[src/rtl/rmts_pkg.sv]
// shared types and constants of the rate-monotonic task scheduler
// no dependencies; every other file imports this package
package rmts_pkg;

  localparam int ID_W   = 22;
  localparam int PER_W  = 16;
  localparam int CMP_W  = 16;
  localparam int UTIL_W = 10;
  localparam int QUO_W  = CMP_W + UTIL_W;

  localparam logic [UTIL_W-1:0] UTIL_RESET = 10'd693;
  localparam logic [UTIL_W-1:0] PER_MILLE  = 10'd1000;

  typedef enum logic [1:0] {
    REQ_REGISTER   = 2'd0,
    REQ_YIELD      = 2'd1,
    REQ_DEREGISTER = 2'd2,
    REQ_TICK       = 2'd3
  } req_type_t;

  typedef enum logic [2:0] {
    STS_OK          = 3'd0,
    STS_REFUSED     = 3'd1,
    STS_FULL        = 3'd2,
    STS_UNKNOWN     = 3'd3,
    STS_MISSED      = 3'd4,
    STS_ZERO_PERIOD = 3'd5
  } status_t;

  localparam logic [1:0] RS_RUNNING  = 2'd1;
  localparam logic [1:0] RS_READY    = 2'd2;
  localparam logic [1:0] RS_SLEEPING = 2'd3;

  typedef struct packed {
    req_type_t          kind;
    logic [ID_W-1:0]    id;
    logic [PER_W-1:0]   period;
    logic [QUO_W-1:0]   util;
  } rmts_req_t;

  typedef enum logic [1:0] {F_IDLE, F_DIV, F_PUSH} front_state_t;

  typedef enum logic [2:0] {B_IDLE, B_OP, B_PRE, B_DISP, B_COMMIT} back_state_t;

endpackage

[src/rtl/rmts_front.sv]
// front end: accepts request beats and computes per-mille utilization
// with a restoring divider; depends on rmts_pkg
module rmts_front import rmts_pkg::*; (
  input  logic              clk,
  input  logic              rst_n,
  input  logic              in_valid,
  output logic              in_ready,
  input  logic [1:0]        in_req_type,
  input  logic [ID_W-1:0]   in_task_id,
  input  logic [PER_W-1:0]  in_period_ms,
  input  logic [CMP_W-1:0]  in_compute_ms,
  output logic              q_push,
  output rmts_req_t         q_data,
  input  logic              q_full
);

  localparam int STEP_W = $clog2(QUO_W);

  front_state_t       state_r, state_nxt;
  logic [STEP_W-1:0]  step_r, step_nxt;
  req_type_t          kind_r;
  logic [ID_W-1:0]    id_r;
  logic [PER_W-1:0]   period_r;
  logic [QUO_W-1:0]   work_r, work_nxt;
  logic [PER_W-1:0]   rem_r, rem_nxt;
  logic [PER_W:0]     trial;
  logic               ge;
  logic               accept;

  assign accept = in_valid && in_ready;

  // one quotient bit per cycle
  assign trial    = {rem_r, work_r[QUO_W-1]};
  assign ge       = trial >= {1'b0, period_r};
  assign rem_nxt  = ge ? PER_W'(trial - {1'b0, period_r}) : trial[PER_W-1:0];
  assign work_nxt = {work_r[QUO_W-2:0], ge};

  always_ff @(posedge clk) begin
    if (!rst_n) begin
      state_r <= F_IDLE;
      step_r  <= '0;
    end else begin
      state_r <= state_nxt;
      step_r  <= step_nxt;
    end
  end

  always_ff @(posedge clk) begin
    if (accept) begin
      kind_r   <= req_type_t'(in_req_type);
      id_r     <= in_task_id;
      period_r <= in_period_ms;
      work_r   <= {{UTIL_W{1'b0}}, in_compute_ms} * QUO_W'(PER_MILLE);
      rem_r    <= '0;
    end else if (state_r == F_DIV) begin
      work_r <= work_nxt;
      rem_r  <= rem_nxt;
    end
  end

  always_comb begin
    state_nxt = state_r;
    step_nxt  = step_r;
    in_ready  = 1'b0;
    q_push    = 1'b0;
    unique case (state_r)
      F_IDLE: begin
        in_ready = 1'b1;
        if (accept) begin
          step_nxt = '0;
          if (req_type_t'(in_req_type) == REQ_REGISTER && in_period_ms != '0) begin
            state_nxt = F_DIV;
          end else begin
            state_nxt = F_PUSH;
          end
        end
      end
      F_DIV: begin
        step_nxt = step_r + 1'b1;
        if (step_r == STEP_W'(QUO_W - 1)) begin
          state_nxt = F_PUSH;
        end
      end
      F_PUSH: begin
        if (!q_full) begin
          q_push    = 1'b1;
          state_nxt = F_IDLE;
        end
      end
      default: state_nxt = F_IDLE;
    endcase
  end

  assign q_data = '{kind: kind_r, id: id_r, period: period_r, util: work_r};

endmodule

[src/rtl/rmts_fifo.sv]
// two-entry request queue between front end and task engine
// depends on rmts_pkg for the request type
module rmts_fifo import rmts_pkg::*; (
  input  logic      clk,
  input  logic      rst_n,
  input  logic      push,
  input  rmts_req_t wr_data,
  output logic      full,
  input  logic      pop,
  output rmts_req_t rd_data,
  output logic      empty
);

  rmts_req_t  mem_r [2];
  logic       wr_ptr_r, rd_ptr_r;
  logic [1:0] count_r;

  assign full    = count_r == 2'd2;
  assign empty   = count_r == 2'd0;
  assign rd_data = mem_r[rd_ptr_r];

  always_ff @(posedge clk) begin
    if (push && !full) begin
      mem_r[wr_ptr_r] <= wr_data;
    end
  end

  always_ff @(posedge clk) begin
    if (!rst_n) begin
      wr_ptr_r <= 1'b0;
      rd_ptr_r <= 1'b0;
      count_r  <= 2'd0;
    end else begin
      if (push && !full) wr_ptr_r <= ~wr_ptr_r;
      if (pop && !empty) rd_ptr_r <= ~rd_ptr_r;
      count_r <= count_r + 2'(push && !full) - 2'(pop && !empty);
    end
  end

endmodule

[src/rtl/rmts_back.sv]
// task engine: slot table, tick time, request execution and dispatch walk
// depends on rmts_pkg
module rmts_back import rmts_pkg::*; #(
  parameter int MAX_TASKS = 16,
  parameter int TIME_BITS = 32
) (
  input  logic              clk,
  input  logic              rst_n,
  input  logic              q_empty,
  output logic              q_pop,
  input  rmts_req_t         q_data,
  input  logic [UTIL_W-1:0] limit,
  output logic              out_valid,
  input  logic              out_ready,
  output logic [2:0]        out_status,
  output logic              out_running_valid,
  output logic [ID_W-1:0]   out_running_id,
  output logic [UTIL_W-1:0] out_utilization_sum
);

  localparam int IW = $clog2(MAX_TASKS);

  back_state_t           state_r, state_nxt;
  rmts_req_t             req_r;
  logic [IW-1:0]         cnt_r, cnt_nxt;
  status_t               status_r, status_nxt;
  logic [UTIL_W-1:0]     sum_r, sum_nxt;
  logic [TIME_BITS-1:0]  tick_r, tick_nxt;
  logic [IW-1:0]         cur_r, cur_nxt;
  logic                  cur_valid_r, cur_valid_nxt;
  logic                  have_r, have_nxt;
  logic [IW-1:0]         best_r, best_nxt;
  logic [PER_W-1:0]      best_per_r, best_per_nxt;
  logic [ID_W-1:0]       best_id_r, best_id_nxt;

  logic [MAX_TASKS-1:0]  used_r, armed_r;
  logic [ID_W-1:0]       id_mem   [MAX_TASKS];
  logic [PER_W-1:0]      per_mem  [MAX_TASKS];
  logic [UTIL_W-1:0]     util_mem [MAX_TASKS];
  logic [1:0]            run_mem  [MAX_TASKS];
  logic [TIME_BITS-1:0]  rel_mem  [MAX_TASKS];

  logic                  out_valid_r;
  logic [2:0]            out_status_r;
  logic                  out_rv_r;
  logic [ID_W-1:0]       out_id_r;
  logic [UTIL_W-1:0]     out_sum_r;
  logic                  out_ld;

  logic                  w_alloc, w_used_clr, w_run_en, w_arm_set, w_arm_clr, w_rel_en;
  logic [1:0]            w_run_val;

  logic                  rd_used, rd_armed, match, last;
  logic [1:0]            rd_run;
  logic [TIME_BITS-1:0]  rd_rel, next_rel;
  logic                  over;

  assign rd_used  = used_r[cnt_r];
  assign rd_armed = armed_r[cnt_r];
  assign rd_run   = run_mem[cnt_r];
  assign rd_rel   = rel_mem[cnt_r];
  assign match    = rd_used && (id_mem[cnt_r] == req_r.id);
  assign last     = cnt_r == IW'(MAX_TASKS - 1);
  assign next_rel = rd_rel + TIME_BITS'(per_mem[cnt_r]);
  assign over     = ((QUO_W+1)'(q_data.util) + (QUO_W+1)'(sum_r)) > (QUO_W+1)'(limit);

  always_ff @(posedge clk) begin
    if (!rst_n) begin
      state_r     <= B_IDLE;
      cnt_r       <= '0;
      sum_r       <= '0;
      tick_r      <= '0;
      cur_r       <= '0;
      cur_valid_r <= 1'b0;
      have_r      <= 1'b0;
      out_valid_r <= 1'b0;
      used_r      <= '0;
      armed_r     <= '0;
    end else begin
      state_r     <= state_nxt;
      cnt_r       <= cnt_nxt;
      sum_r       <= sum_nxt;
      tick_r      <= tick_nxt;
      cur_r       <= cur_nxt;
      cur_valid_r <= cur_valid_nxt;
      have_r      <= have_nxt;
      if (out_ld) out_valid_r <= 1'b1;
      else if (out_ready) out_valid_r <= 1'b0;
      if (w_alloc) begin
        used_r[cnt_r]  <= 1'b1;
        armed_r[cnt_r] <= 1'b0;
      end
      if (w_used_clr) used_r[cnt_r]  <= 1'b0;
      if (w_arm_set)  armed_r[cnt_r] <= 1'b1;
      if (w_arm_clr)  armed_r[cnt_r] <= 1'b0;
    end
  end

  always_ff @(posedge clk) begin
    if (q_pop) req_r <= q_data;
    status_r   <= status_nxt;
    best_r     <= best_nxt;
    best_per_r <= best_per_nxt;
    best_id_r  <= best_id_nxt;
    if (w_alloc) begin
      id_mem[cnt_r]   <= req_r.id;
      per_mem[cnt_r]  <= req_r.period;
      util_mem[cnt_r] <= req_r.util[UTIL_W-1:0];
      run_mem[cnt_r]  <= RS_SLEEPING;
      rel_mem[cnt_r]  <= tick_r;
    end
    if (w_run_en) run_mem[cnt_r] <= w_run_val;
    if (w_rel_en) rel_mem[cnt_r] <= next_rel;
    if (out_ld) begin
      out_status_r <= status_r;
      out_rv_r     <= have_r;
      out_id_r     <= have_r ? best_id_r : '0;
      out_sum_r    <= sum_r;
    end
  end

  always_comb begin
    logic stop;
    stop          = 1'b0;
    state_nxt     = state_r;
    cnt_nxt       = cnt_r;
    status_nxt    = status_r;
    sum_nxt       = sum_r;
    tick_nxt      = tick_r;
    cur_nxt       = cur_r;
    cur_valid_nxt = cur_valid_r;
    have_nxt      = have_r;
    best_nxt      = best_r;
    best_per_nxt  = best_per_r;
    best_id_nxt   = best_id_r;
    q_pop         = 1'b0;
    out_ld        = 1'b0;
    w_alloc       = 1'b0;
    w_used_clr    = 1'b0;
    w_run_en      = 1'b0;
    w_run_val     = RS_READY;
    w_arm_set     = 1'b0;
    w_arm_clr     = 1'b0;
    w_rel_en      = 1'b0;
    unique case (state_r)
      B_IDLE: begin
        if (!q_empty) begin
          q_pop   = 1'b1;
          cnt_nxt = '0;
          state_nxt = B_OP;
          unique case (q_data.kind)
            REQ_REGISTER: begin
              if (q_data.period == '0) begin
                status_nxt = STS_ZERO_PERIOD;
                state_nxt  = B_PRE;
                cnt_nxt    = cur_r;
              end else if (over) begin
                status_nxt = STS_REFUSED;
                state_nxt  = B_PRE;
                cnt_nxt    = cur_r;
              end else begin
                status_nxt = STS_FULL;
              end
            end
            REQ_YIELD, REQ_DEREGISTER: status_nxt = STS_UNKNOWN;
            REQ_TICK: begin
              status_nxt = STS_OK;
              tick_nxt   = tick_r + 1'b1;
            end
            default: status_nxt = STS_OK;
          endcase
        end
      end
      B_OP: begin
        unique case (req_r.kind)
          REQ_REGISTER: begin
            if (!rd_used) begin
              w_alloc    = 1'b1;
              sum_nxt    = sum_r + req_r.util[UTIL_W-1:0];
              status_nxt = STS_OK;
              stop       = 1'b1;
            end
          end
          REQ_YIELD: begin
            if (match) begin
              w_run_en  = 1'b1;
              w_run_val = RS_SLEEPING;
              stop      = 1'b1;
              if (next_rel > tick_r) begin
                w_rel_en   = 1'b1;
                w_arm_set  = 1'b1;
                status_nxt = STS_OK;
              end else begin
                status_nxt = STS_MISSED;
              end
            end
          end
          REQ_DEREGISTER: begin
            if (match) begin
              w_used_clr = 1'b1;
              w_arm_clr  = 1'b1;
              sum_nxt    = sum_r - util_mem[cnt_r];
              status_nxt = STS_OK;
              if (cur_valid_r && cur_r == cnt_r) cur_valid_nxt = 1'b0;
            end
          end
          REQ_TICK: begin
            if (rd_used && rd_armed && rd_rel == tick_r) begin
              w_run_en  = 1'b1;
              w_run_val = RS_READY;
              w_arm_clr = 1'b1;
            end
          end
          default: stop = 1'b1;
        endcase
        if (stop || last) begin
          state_nxt = B_PRE;
          cnt_nxt   = cur_r;
        end else begin
          cnt_nxt = cnt_r + 1'b1;
        end
      end
      B_PRE: begin
        if (cur_valid_r && rd_used && rd_run == RS_RUNNING) begin
          w_run_en  = 1'b1;
          w_run_val = RS_READY;
        end
        cur_valid_nxt = 1'b0;
        have_nxt      = 1'b0;
        cnt_nxt       = '0;
        state_nxt     = B_DISP;
      end
      B_DISP: begin
        if (rd_used && rd_run == RS_READY && (!have_r || per_mem[cnt_r] < best_per_r)) begin
          have_nxt     = 1'b1;
          best_nxt     = cnt_r;
          best_per_nxt = per_mem[cnt_r];
          best_id_nxt  = id_mem[cnt_r];
        end
        if (last) begin
          cnt_nxt   = best_nxt;
          state_nxt = B_COMMIT;
        end else begin
          cnt_nxt = cnt_r + 1'b1;
        end
      end
      B_COMMIT: begin
        if (!out_valid_r || out_ready) begin
          out_ld = 1'b1;
          if (have_r) begin
            w_run_en      = 1'b1;
            w_run_val     = RS_RUNNING;
            cur_nxt       = cnt_r;
            cur_valid_nxt = 1'b1;
          end
          state_nxt = B_IDLE;
        end
      end
      default: state_nxt = B_IDLE;
    endcase
  end

  assign out_valid           = out_valid_r;
  assign out_status          = out_status_r;
  assign out_running_valid   = out_rv_r;
  assign out_running_id      = out_id_r;
  assign out_utilization_sum = out_sum_r;

endmodule

[src/rtl/rate_monotonic_task_scheduler.sv]
// top level of the rate-monotonic task scheduler
// depends on rmts_pkg, rmts_front, rmts_fifo and rmts_back
//
// Each request beat (register, yield, deregister, tick) yields exactly one
// result beat. The front end takes a beat and, for a register request with
// a nonzero period, runs the per-mille division compute*1000/period; the
// task engine then walks the slot table once to execute the request and
// once more to pick the ready task with the shortest period. A two-entry
// queue lets the divider work on the next register request while the
// engine is still busy, and the result register lets the engine walk the
// table for the next request while the previous result beat waits. Ties
// between equal periods go to the lowest slot. utilization_limit resets to
// 693; the user must write it through cfg_wr_en/cfg_wr_data only while no
// request is in flight, and the block itself does not enforce this.
module rate_monotonic_task_scheduler import rmts_pkg::*; #(
  parameter int MAX_TASKS = 16,
  parameter int TIME_BITS = 32
) (
  input  logic              clk,
  input  logic              rst_n,
  // request channel
  input  logic              in_valid,
  output logic              in_ready,
  input  logic [1:0]        in_req_type,
  input  logic [ID_W-1:0]   in_task_id,
  input  logic [PER_W-1:0]  in_period_ms,
  input  logic [CMP_W-1:0]  in_compute_ms,
  // result channel
  output logic              out_valid,
  input  logic              out_ready,
  output logic [2:0]        out_status,
  output logic              out_running_valid,
  output logic [ID_W-1:0]   out_running_id,
  output logic [UTIL_W-1:0] out_utilization_sum,
  // configuration
  input  logic              cfg_wr_en,
  input  logic [UTIL_W-1:0] cfg_wr_data
);

  // admission bound
  logic [UTIL_W-1:0] limit_r;

  always_ff @(posedge clk) begin
    if (!rst_n) begin
      limit_r <= UTIL_RESET;
    end else if (cfg_wr_en) begin
      limit_r <= cfg_wr_data;
    end
  end

  // queue between divider and engine
  logic      q_push, q_full, q_pop, q_empty;
  rmts_req_t q_wr, q_rd;

  rmts_front u_front (
    .clk           (clk),
    .rst_n         (rst_n),
    .in_valid      (in_valid),
    .in_ready      (in_ready),
    .in_req_type   (in_req_type),
    .in_task_id    (in_task_id),
    .in_period_ms  (in_period_ms),
    .in_compute_ms (in_compute_ms),
    .q_push        (q_push),
    .q_data        (q_wr),
    .q_full        (q_full)
  );

  rmts_fifo u_fifo (
    .clk     (clk),
    .rst_n   (rst_n),
    .push    (q_push),
    .wr_data (q_wr),
    .full    (q_full),
    .pop     (q_pop),
    .rd_data (q_rd),
    .empty   (q_empty)
  );

  // slot table, tick time and dispatch
  rmts_back #(
    .MAX_TASKS (MAX_TASKS),
    .TIME_BITS (TIME_BITS)
  ) u_back (
    .clk                 (clk),
    .rst_n               (rst_n),
    .q_empty             (q_empty),
    .q_pop               (q_pop),
    .q_data              (q_rd),
    .limit               (limit_r),
    .out_valid           (out_valid),
    .out_ready           (out_ready),
    .out_status          (out_status),
    .out_running_valid   (out_running_valid),
    .out_running_id      (out_running_id),
    .out_utilization_sum (out_utilization_sum)
  );

endmodule

[config.mk]
export PLATFORM = sky130hd
export DESIGN_NAME = rate_monotonic_task_scheduler
export DESIGN_NICKNAME = d
export VERILOG_FILES = /design/src/rtl/rmts_pkg.sv /design/src/rtl/rmts_front.sv /design/src/rtl/rmts_fifo.sv /design/src/rtl/rmts_back.sv /design/src/rtl/rate_monotonic_task_scheduler.sv
export SDC_FILE = /design/constraint.sdc
export NUM_CORES = 2
export LEC_CHECK = 0
export ABC_AREA = 1
export BUFFER_PORTS_ARGS = -buffer_cell sky130_fd_sc_hd__buf_2
export CORE_MARGIN = 2
export CORE_UTILIZATION = 39
export DETAILED_ROUTE_END_ITERATION = 8
export GPL_TIMING_DRIVEN = 1
export PLACE_DENSITY_LB_ADDON = 0.05
export REMOVE_ABC_BUFFERS = 1
export SYNTH_ARGS = -nofsm -noshare
export SYNTH_HDL_FRONTEND = slang
export SYNTH_SLANG_ARGS = --single-unit
[constraint.sdc]
create_clock -name clk -period 23.5 [get_ports clk]
set_clock_uncertainty 0.05 [all_clocks]
set_input_delay 2.35 -clock clk [delete_from_list [all_inputs] [get_ports clk]]
set_output_delay 2.35 -clock clk [all_outputs]
set_load 0.1 [all_outputs]
==> results.md <==
Run status:
- The flow ran to the end, and the final reports show no timing, DRC or antenna violations.

Floorplanning:
- The area of the die is 0.202 sq mm.
- In this run the core area contains 163 standard-cell rows.
- The effective utilization at floorplan is 39.3%.
- The I/O pin count is 109.
- The x dimension of the die is 450 microns.
- The area of the core region is 0.197 sq mm.
- The floorplan die height is 450 microns.

STA:
- The final hold violation count was 0.
- The number of pins exceeding their max-slew limit in the final report came to 0.
- After routing, the total negative slack on setup checks comes to 0 ps.
- Headroom to the max-slew limit came out at 13.7%.
- The number of setup violations in the final report is 0.
- The shortest period the worst path allows is 9860 ps.
- The slew at the pin with the worst max-slew slack is 1290 ps.
- The upper clock frequency limit is 0.101 GHz.
- Setup repair after global routing left no endpoint under its margin.
- After layout, the worst path uses 41.9% of the clock period.

CTS:
- TritonCTS built the clock tree.
- In this run, post-CTS hold repair placed 0 buffers.
- The number of buffers added by the clock tree synthesis step is 195.
- At the later pin of the worst-skew pair, clock insertion delay measures 860 ps.
- The H-tree generated during clock tree synthesis spans 4 levels.
- Clock tree synthesis selected as its root buffer the cell clkbuf_16.
- The total setup buffers inserted after CTS is 0.
- In this run the deepest clock path goes through 3 buffers.
- The count of instances resized after the clock tree is built is 0.
- The tree built by TritonCTS fans out to 1771 sinks.
- Clock-pin slew was measured on the worst setup and hold paths at 60 ps.

Logic synthesis:
- The warning count from the yosys run is 0.
- The top cell type by area accounts for 63.4% of the synthesized area.
- The most frequently used flop master after synthesis is edfxtp_1.
- Synthesis produced 6558 cells.
- The cell accounting for the most synthesized area is edfxtp_1.
- The number of enable flip-flop cells after synthesis is 1638.
- Multiplexer cells account for 0.894% of the synthesized area.
- The largest family of logic cells by synthesized area is simple AND/OR/NAND/NOR gates.
- The register bit count reported by yosys is 1771.
- After synthesis the cells add up to 0.0776 sq mm.
- The part of the Yosys area used for sequential elements is 66.8%.
- By instance count, the leading cell after synthesis is edfxtp_1.
- The fraction of synthesized cell area in xor and xnor cells is 1.12%.
- Of all flip-flops after synthesis, the portion carrying an async set or reset was 0%.
- The compound-cell area share of the yosys netlist is 10.4%.
- The netlist uses 74 different library cells.
- Sorting the synthesized cells by area gives the leading types as edfxtp_1 (63%), o21ai_0 (4.3%), nand2_1 (4.2%), nor2_1 (4.1%), dfxtp_1 (3.4%).
- After Yosys synthesis, and, or, nand and nor cells account for 11.9% of the synthesized area.
- The post-synthesis adder-cell area fraction is 4.30%.
- By count the netlist is led by edfxtp_1 (1638), nand2_1 (860), nor2_1 (857).
- The synthesized area divided by synthesized cell count is 11.8 sq um.

Detailed routing:
- Summing over every cut layer, the via total after detailed routing is 51032.
- The residual antenna-violating net count after detailed routing is 0.
- After detailed routing, the average wire length per cell comes to 24.8 microns.
- The first routing iteration left 4281 violations.
- The first TritonRoute pass finished after 6 iterations.
- The post-detailed-routing wire length is 234000 microns.
- Dividing the detail-routed via count by the number of cells gives 5.40.
- For this run, design rule violations remaining after detail routing come to 0.

Cells and area:
- The final layout contains 6938 nets.
- The area growth from synthesis to layout is 12.2%.
- The post-layout utilization of the core is 44.1%.
- The ratio of cells with drive above 1 in the final layout is 9.04%.

Job:
- The number of maximum-capacitance constraint violations is 0.

GRT:
- The total global-route track usage is 22.9%.
- The wire length of the first global-routing pass is 344000 microns.
- The number of antenna violations at the first check in global routing is 9.
- Global routing finished with a remaining overflow of 0.
- The via count of the first global-routing pass is 50534.
- The maximum number of pins on one net before global-route repair is 156.

Placed design:
- Routability-driven placement finished with a final weighted congestion of 0.878.
- The post-detailed-placement half-perimeter wirelength is 133000 microns.
- During placement, the flow inserted port buffers numbering 108.

Pwr:
- The worst IR drop on VDD is 0.108 mV.
- The reported leakage power is 0.0317 uW.
- The cell area power density is 122 mW/mm^2.

Worst setup path:
- For this run, the slowest stage of the critical path takes 670 ps.
- STA classifies the critical path endpoint as a flop.
- Of all nets on the critical path, the largest fanout is 95.
- Counting stages on the worst path, the most repeated cell is nand2_1.
- The arrival time of data at the critical path endpoint is 10250 ps.
- STA classifies the critical path startpoint as a flop.
- On the critical path, the stage with the largest delay is an instance of buf_4.
- At the worst endpoint, the required time is 23890 ps.
- The worst setup path is of the reg2reg kind.

Worst hold path:
- The min-delay analysis places its worst path in the category reg2reg.
- The startpoint identified for the worst hold timing path is u_back.status_r[1].
[routing by layer]
| layer | vias to the layer above | track usage, % | wire length (microns) |
|---|---|---|---|
| met5 | - | 0 | 13 |
| met2 | 1336 | 37.0 | 109000 |
| met1 | 25736 | 32.8 | 109000 |
| li1 | 23673 | - | - |
| met3 | 285 | 2.90 | 11200 |
| met4 | 2 | 5.35 | 4590 |
[kinds of logic (layout without fill, tap and decap cells)]
kind of cell	count (synthesis)	after routing
and+or+nand+nor	2221	2221
DFF	1771	1771
adders and majority gates	232	232
xor gates and xnor gates	99	99
AOI/OAI and AO/OA	1369	1369
buffers and inverters	804	1049
muxes	62	62
other	0	2
[placed cells by master (no fill, tap or decap), types with 38 or more instances in the layout]
master	instances
buf_4	98
nor3_1	40
inv_1	461
o221ai_1	160
clkinv_2	38
clkbuf_16	198
o21ai_1	86
xor2_1	69
fa_1	58
nand3_1	361
o22ai_1	67
dfxtp_1	127
a21oi_1	197
o21ai_0	653
o211ai_1	107
clkinv_1	51
nor2_1	836
buf_2	108
nand2_1	859
clkbuf_1	51
ha_1	174
edfxtp_1	1638
[worst max-delay path, delay by kind of cell, from the launching register on]
kind	cells	cell delay, ps
AO/OA/AOI/OAI	11	2480
XOR/XNOR	1	80
adder cells (fa/ha/maj)	3	930
buffers and inverters	9	3250
flip-flops	1	450
AND/OR/NAND/NOR	13	1980
[power breakdown]
| part | internal [uW] | switching (uW) | leakage (uW) | total (uW) |
|---|---|---|---|---|
| registers | 3760 | 225 | 0.0168 | 3990 |
| logic | 1110 | 2550 | 0.0119 | 3650 |
| clock network | 1690 | 1280 | 0.00302 | 2970 |
[worst paths after layout]
kind / end / slack (ps) / cells past startpoint
worst min register to register: u_back.out_status[1] / 380 / 0
worst max register to register: u_back.rel_mem[1][7] / 13640 / 37
worst min-delay path: u_back.out_status[1] / 380 / 0
worst max-delay path: u_back.rel_mem[1][7] / 13640 / 37
[metrics by stage]
| step | total power [uW] | hold WS [ps] | setup WS, ps | instance area, sq um | cells |
|---|---|---|---|---|---|
| 2_1_floorplan | 6470 | 350 | -10700 | 75800 | 6230 |
| 3_3_place_gp | 7730 | 359 | 13660 | 80900 | 9078 |
| 3_5_place_dp | 7710 | 362 | 13740 | 80900 | 9078 |
| 4_1_cts | 10700 | 375 | 13670 | 87000 | 9443 |
| 5_1_grt | 11300 | 399 | 12950 | 87000 | 9444 |
| 6_report | 10600 | 378 | 13640 | 87000 | 9445 |
[flip-flops by register name, summed over array words and instances, names as in the netlist, 15 cells and up, named ones only]
| name | count |
|---|---|
| u_back.tick_r | 32 |
| u_back.run_mem | 32 |
| u_back.per_mem | 256 |
| u_back.util_mem | 160 |
| u_back.best_per_r | 16 |
| u_back.req_r | 50 |
| u_back.out_running_id | 22 |
| u_back.used_r | 15 |
| u_front.period_r | 16 |
| u_back.best_id_r | 22 |
| u_front.id_r | 22 |
| u_front.work_r | 26 |
| u_back.id_mem | 352 |
| u_fifo.mem_r | 132 |
| u_front.rem_r | 16 |
| u_back.rel_mem | 512 |
| u_back.armed_r | 15 |
[cell type report]
cell class,instances,area [sq um]
flip-flops and latches,1771,51900
diodes,2,5.00
inverters,476,1820
well taps,2640,3300
multi-input cells,3983,22500
clock buffers,254,5220
clock inverters,111,962
fillers,18446,110000
repair buffers,208,1320
Note: power is estimated with default switching activity, not from simulation.
